--- config.mk ---
export PLATFORM = sky130hd
export DESIGN_NAME = npcs_dist_unit
export DESIGN_NICKNAME = d
export VERILOG_FILES = /design/src/hw/rtl/npcs_pkg.sv /design/src/hw/rtl/npcs_dist_unit.sv
export SDC_FILE = /design/constraint.sdc
export NUM_CORES = 1
export LEC_CHECK = 0
export CAP_MARGIN = 20
export CORE_MARGIN = 4
export CORE_UTILIZATION = 50
export DETAILED_ROUTE_END_ITERATION = 8
export DONT_BUFFER_PORTS = 1
export PLACE_DENSITY_LB_ADDON = 0.25
export SLEW_MARGIN = 0
export SYNTH_ARGS = -nofsm -noshare
export SYNTH_HDL_FRONTEND = slang
export SYNTH_SLANG_ARGS = --single-unit
--- constraint.sdc ---
create_clock -name clk -period 6 [get_ports clk]
set_input_delay 1.2 -clock clk [delete_from_list [all_inputs] [get_ports clk]]
set_output_delay 1.2 -clock clk [all_outputs]
set_load 0.02 [all_outputs]
--- src/hw/rtl/npcs_pkg.sv ---
package npcs_pkg;

	localparam int IDX_W   = 8;
	localparam int CH_W    = 8;
	localparam int COLOR_W = 3 * CH_W;
	localparam int SQ_W    = 2 * CH_W;
	localparam int DIST_W  = SQ_W + 2;

	localparam logic CMD_WRITE = 1'b0;
	localparam logic CMD_QUERY = 1'b1;

	typedef struct packed {
		logic             valid;
		logic             last;
		logic [IDX_W-1:0] idx;
	} npcs_tag_t;

endpackage

--- src/hw/rtl/npcs_dist_unit.sv ---
module npcs_dist_unit import npcs_pkg::*; (
	input  logic               clk,
	input  logic               arst_n,
	input  logic               kill,
	input  npcs_tag_t          tag_s1,
	input  logic [COLOR_W-1:0] entry_s1,
	input  logic [CH_W-1:0]    qr,
	input  logic [CH_W-1:0]    qg,
	input  logic [CH_W-1:0]    qb,
	output npcs_tag_t          tag_s4,
	output logic [DIST_W-1:0]  dist_s4
);

	function automatic logic [CH_W-1:0] abs_diff(input logic [CH_W-1:0] a,
	                                             input logic [CH_W-1:0] b);
		return (a >= b) ? (a - b) : (b - a);
	endfunction

	logic             valid_s2, valid_s3, valid_s4;
	logic             last_s2, last_s3, last_s4;
	logic [IDX_W-1:0] idx_s2, idx_s3, idx_s4;
	logic [CH_W-1:0]  dr_s2, dg_s2, db_s2;
	logic [SQ_W-1:0]  sr_s3, sg_s3, sb_s3;

	assign tag_s4 = {valid_s4, last_s4, idx_s4};

	// valid bits
	always_ff @(posedge clk or negedge arst_n) begin
		if (!arst_n) begin
			valid_s2 <= 1'b0;
			valid_s3 <= 1'b0;
			valid_s4 <= 1'b0;
		end else if (kill) begin
			valid_s2 <= 1'b0;
			valid_s3 <= 1'b0;
			valid_s4 <= 1'b0;
		end else begin
			valid_s2 <= tag_s1.valid;
			valid_s3 <= valid_s2;
			valid_s4 <= valid_s3;
		end
	end

	// datapath
	always_ff @(posedge clk) begin
		last_s2 <= tag_s1.last;
		idx_s2  <= tag_s1.idx;
		dr_s2 <= abs_diff(qr, entry_s1[3*CH_W-1:2*CH_W]);
		dg_s2 <= abs_diff(qg, entry_s1[2*CH_W-1:CH_W]);
		db_s2 <= abs_diff(qb, entry_s1[CH_W-1:0]);

		last_s3 <= last_s2;
		idx_s3  <= idx_s2;
		sr_s3 <= dr_s2 * dr_s2;
		sg_s3 <= dg_s2 * dg_s2;
		sb_s3 <= db_s2 * db_s2;

		last_s4 <= last_s3;
		idx_s4  <= idx_s3;
		dist_s4 <= DIST_W'(sr_s3) + DIST_W'(sg_s3) + DIST_W'(sb_s3);
	end

endmodule

==> impl_results.html <==
<table>
<tr><th>Metric</th><th>Value</th></tr>
<tr><th colspan="2">Floorplanning</th></tr>
<tr><td>Die W</td><td>between 150 and 200 um</td></tr>
<tr><td>Full die area</td><td>22900 sq um</td></tr>
<tr><td>Site row count</td><td>52</td></tr>
<tr><td>Core region area</td><td>20200 sq um</td></tr>
<tr><td>Floorplan die height</td><td>between 150 and 200 um</td></tr>
<tr><td>Ports placed on the boundary</td><td>between 80 and 90</td></tr>
<tr><td>Effective utilization at floorplan</td><td>between 50% and 60%</td></tr>
<tr><th colspan="2">Clock tree</th></tr>
<tr><td>Clk Tree Root Cell</td><td>clkbuf_16</td></tr>
<tr><td>Clock network latency to the later pin of the worst-skew pair</td><td>0.42 ns</td></tr>
<tr><td>CTS tree</td><td>done</td></tr>
<tr><td>CTS H-Tree Depth</td><td>4</td></tr>
<tr><td>TritonCTS sink count</td><td>117</td></tr>
<tr><td>Number of clock buffers inserted by TritonCTS</td><td>17</td></tr>
<tr><td>Number of hold buffers added after CTS</td><td>0</td></tr>
<tr><td>Resize count post-CTS</td><td>0</td></tr>
<tr><td>Clock input transition at the sequential cells of the worst setup and hold paths</td><td>0.06 ns</td></tr>
<tr><td>CTS Buffer Depth</td><td>2</td></tr>
<tr><td>Total setup buffers inserted after CTS</td><td>0</td></tr>
<tr><th colspan="2">Timing</th></tr>
<tr><td>Final-report max-slew violation count</td><td>0</td></tr>
<tr><td>Maximum clock rate</td><td>0.235 GHz</td></tr>
<tr><td>Slew at the pin closest to its max-slew limit</td><td>around 0.53 ns</td></tr>
<tr><td>Clock skew after layout</td><td>around 0.014 ns</td></tr>
<tr><td>Fraction of the cycle the final worst path needs</td><td>between 70% and 80%</td></tr>
<tr><td>Setup_tns</td><td>0 ns</td></tr>
<tr><td>Final-report hold violation count</td><td>0</td></tr>
<tr><td>Final setup viols</td><td>0</td></tr>
<tr><td>Relative slew margins</td><td>64.2%</td></tr>
<tr><td>Setup repair after global routing missed its margin</td><td>no</td></tr>
<tr><td>Time the worst path needs with I/O delays and setup</td><td>between 4 and 5 ns</td></tr>
<tr><th colspan="2">Drt</th></tr>
<tr><td>Number of vias per cell after detailed routing</td><td>between 5 and 6</td></tr>
<tr><td>Post-Route WL</td><td>18100 um</td></tr>
<tr><td>Detailed-route via count</td><td>6809</td></tr>
<tr><td>Per-cell routed wire length</td><td>13.3 um</td></tr>
<tr><td>Final antenna-violating net count</td><td>0</td></tr>
<tr><td>First-pass iteration count of the detailed router</td><td>4</td></tr>
<tr><td>Number of DRC violations after detailed routing</td><td>0</td></tr>
<tr><td>Drt first-iter violations</td><td>approximately 220</td></tr>
<tr><th colspan="2">Logic synthesis</th></tr>
<tr><td>Total number of yosys warnings</td><td>0</td></tr>
<tr><td>Share of synthesized area spent on multiplexers</td><td>1.85%</td></tr>
<tr><td>Adder-cell share of the synthesized area</td><td>37.0%</td></tr>
<tr><td>Unique cell type count in the Yosys netlist</td><td>between 60 and 70</td></tr>
<tr><td>Synthesized-area fraction occupied by ao, oa, aoi and oai cells</td><td>10.6%</td></tr>
<tr><td>Primary flip-flop cell chosen by synthesis mapping</td><td>dfxtp_1</td></tr>
<tr><td>Simple-gate share of the synthesized area</td><td>13.1%</td></tr>
<tr><td>Number of register bits inferred by synthesis</td><td>117</td></tr>
<tr><td>Number of enable-type register cells in the synthesized netlist</td><td>0</td></tr>
<tr><td>Mapped cell area</td><td>10300 sq um</td></tr>
<tr><td>Main combinational cell family by area after synthesis</td><td>adder cells</td></tr>
<tr><td>Post-Syn Area per Cell</td><td>9.54 sq um</td></tr>
<tr><td>Count of mapped cells out of synthesis</td><td>1076</td></tr>
<tr><td>Share of the synthesized netlist area taken by xor and xnor gates</td><td>7.00%</td></tr>
<tr><td>Async set-or-reset flop fraction in the synthesized netlist</td><td>approximately 2.6%</td></tr>
<tr><td>Sequential-to-total area share from yosys stat</td><td>between 20% and 30%</td></tr>
<tr><th colspan="2">Global routing</th></tr>
<tr><td>Via count of the first global-routing pass</td><td>between 6000 and 7000</td></tr>
<tr><td>GRT Total Usage</td><td>16.8%</td></tr>
<tr><td>Initial antenna violation count</td><td>0</td></tr>
<tr><td>First-pass GRT wire length</td><td>31000 um</td></tr>
<tr><td>Maximum number of pins on one net before global-route repair</td><td>17</td></tr>
<tr><td>Gr ovfl total</td><td>0</td></tr>
<tr><th colspan="2">Worst setup path</th></tr>
<tr><td>Endpoint arrival time on the critical path</td><td>4.58 ns</td></tr>
<tr><td>Cell repeated most along the worst path</td><td>fa_1</td></tr>
<tr><td>Nature of the critical path startpoint</td><td>flop</td></tr>
<tr><td>Data required, critical path</td><td>6.33 ns</td></tr>
<tr><td>Maximum fanout along the worst path</td><td>9</td></tr>
<tr><td>Kind of end point of the critical path</td><td>flop</td></tr>
<tr><td>Setup Crit Path Kind</td><td>flop to flop</td></tr>
<tr><td>Launch instance of the worst register-to-register path</td><td>db_s2[5]$_DFF_P_</td></tr>
<tr><td>CP max-delay cell</td><td>fa_1</td></tr>
<tr><td>Delay of the slowest critical-path stage</td><td>0.54 ns</td></tr>
<tr><td>Worst setup path start</td><td>db_s2[5]$_DFF_P_</td></tr>
<tr><td>Worst-path cell chain</td><td>inv_1, nor2_1, fa_1, fa_1, inv_1, fa_1, fa_1, inv_1, ha_1, or3_1, and3_1, a31oi_1, xnor2_1</td></tr>
<tr><th colspan="2">Layout</th></tr>
<tr><td>Commonest cells after routing, fill and taps aside</td><td>182 x inv_1, 148 x ha_1, 114 x dfxtp_1</td></tr>
<tr><td>Post-layout instance area</td><td>11200 sq um</td></tr>
<tr><td>Fraction of final layout cells sized beyond drive strength 1</td><td>under 10%</td></tr>
<tr><td># diodes</td><td>0</td></tr>
<tr><td>NumNets Final</td><td>1386</td></tr>
<tr><td>Area growth syn-to-layout</td><td>8.73%</td></tr>
<tr><td>Fill cells</td><td>1835</td></tr>
<tr><td>Most common cell after layout, fill and taps aside</td><td>inv_1</td></tr>
<tr><th colspan="2">Placed design</th></tr>
<tr><td>Dpl hpwl</td><td>15200 um</td></tr>
<tr><td>Placed instance area</td><td>10500 sq um</td></tr>
<tr><td>Placer Congestion</td><td>about 0.84</td></tr>
<tr><td>Port Buffers</td><td>0</td></tr>
<tr><th colspan="2">Min path</th></tr>
<tr><td>Source of the worst hold timing path</td><td>idx_s2[6]$_DFF_P_</td></tr>
<tr><td>Type of the most critical hold path</td><td>flop to flop</td></tr>
<tr><th colspan="2">Run</th></tr>
<tr><td>Number of maximum-capacitance violations</td><td>0</td></tr>
<tr><th colspan="2">Outcome</th></tr>
<tr><td>Run status</td><td>finished, final reports clean</td></tr>
</table>
-- worst max-delay path: cells and delay by family, from the launching register on --
family,cells,cell delay [ns]
buffers and inverters,3,0.22
AOI/OAI and AO/OA,1,0.20
DFF,1,0.47
xor gates and xnor gates,1,0.14
adders and majority gates,5,2.33
and+or+nand+nor,3,0.81
-- final timing paths --
kind / slack [ns] / cells past startpoint / endpoint
worst min-delay path: 0.32 / 0 / idx_s3[6]$_DFF_P_
max in group asynchronous: 5.45 / 0 / valid_s2$_DFF_PN0_
worst max register to register: 1.75 / 13 / sb_s3[13]$_DFF_P_
worst min register to register: 0.32 / 0 / idx_s3[6]$_DFF_P_
worst max-delay path: 1.75 / 13 / sb_s3[13]$_DFF_P_
min in group asynchronous: 0.48 / 0 / valid_s4$_DFF_PN0_
-- per-stage QoR --
| step | hold WS, ns | setup slack (ns) | util [%] | std cells |
|---|---|---|---|---|
| final | 0.321 | 1.75 | 55.2 | 1361 |
| after global routing | 0.323 | 1.47 | 55.2 | 1361 |
| after CTS | 0.324 | 1.71 | 55.2 | 1361 |
| after detailed placement | 0.312 | 1.74 | 52.0 | 1331 |
| after global placement | 0.310 | 1.87 | 52.0 | 1331 |
| after floorplan | 0.310 | 1.91 | - | 1078 |
-- layout make-up --
class | instances | area [sq um] | area share [%]
Multi-Input combinational cell | 762 | 7140 | 64.0
Sequential cell | 117 | 2360 | 21.1
Inverter | 182 | 683 | 6.12
Clock buffer | 20 | 467 | 4.18
Tap cell | 270 | 338 | 3.03
Clock inverter | 10 | 178 | 1.59
-- state kept, by name, summed over array words and instances, names as in the netlist --
signal	cells
dist_s4	18
sb_s3	15
sg_s3	15
sr_s3	15
db_s2	8
dg_s2	8
dr_s2	8
idx_s2	8
idx_s3	8
idx_s4	8
last_s2	1
last_s3	1
last_s4	1
valid_s2	1
valid_s3	1
valid_s4	1
-- routing by layer --
| metal | vias up | part of all wire [%] | GRT usage, % |
|---|---|---|---|
| li1 | 3502 | - | - |
| met1 | 3172 | 50 | 23.5 |
| met2 | 118 | 44 | 25.9 |
| met3 | 17 | 4.8 | 3.53 |
| met4 | 0 | 1.6 | 5.53 |
| met5 | - | 0 | 0 |
-- synth_stat cells, types with 13 or more instances --
library cell / number / share of area (%)
o211ai_1: 13 / 0.95
a21oi_1: 42 / 2.0
fa_1: 97 / 19
dfxtp_1: 114 / 22
nor2b_1: 20 / 1.2
inv_1: 182 / 6.7
xor2_1: 30 / 2.6
nor2_1: 51 / 1.9
mux2i_1: 19 / 1.9
nand2_1: 51 / 1.9
and2_1: 64 / 3.9
xnor2_1: 52 / 4.4
a21o_1: 18 / 1.3
o21ai_0: 34 / 1.7
nor3_1: 16 / 0.78
ha_1: 148 / 18
-- cell families after synthesis --
family                     Yosys count
muxes                               19
buffers and inverters              199
adders and majority gates          245
xor gates and xnor gates            82
DFF                                117
AOI/OAI and AO/OA                  160
and+or+nand+nor                    253
other                                1
Power is left out: the tool's default activity adds up to more than one toggle a clock period on the data nets, which glitch-free logic cannot reach.
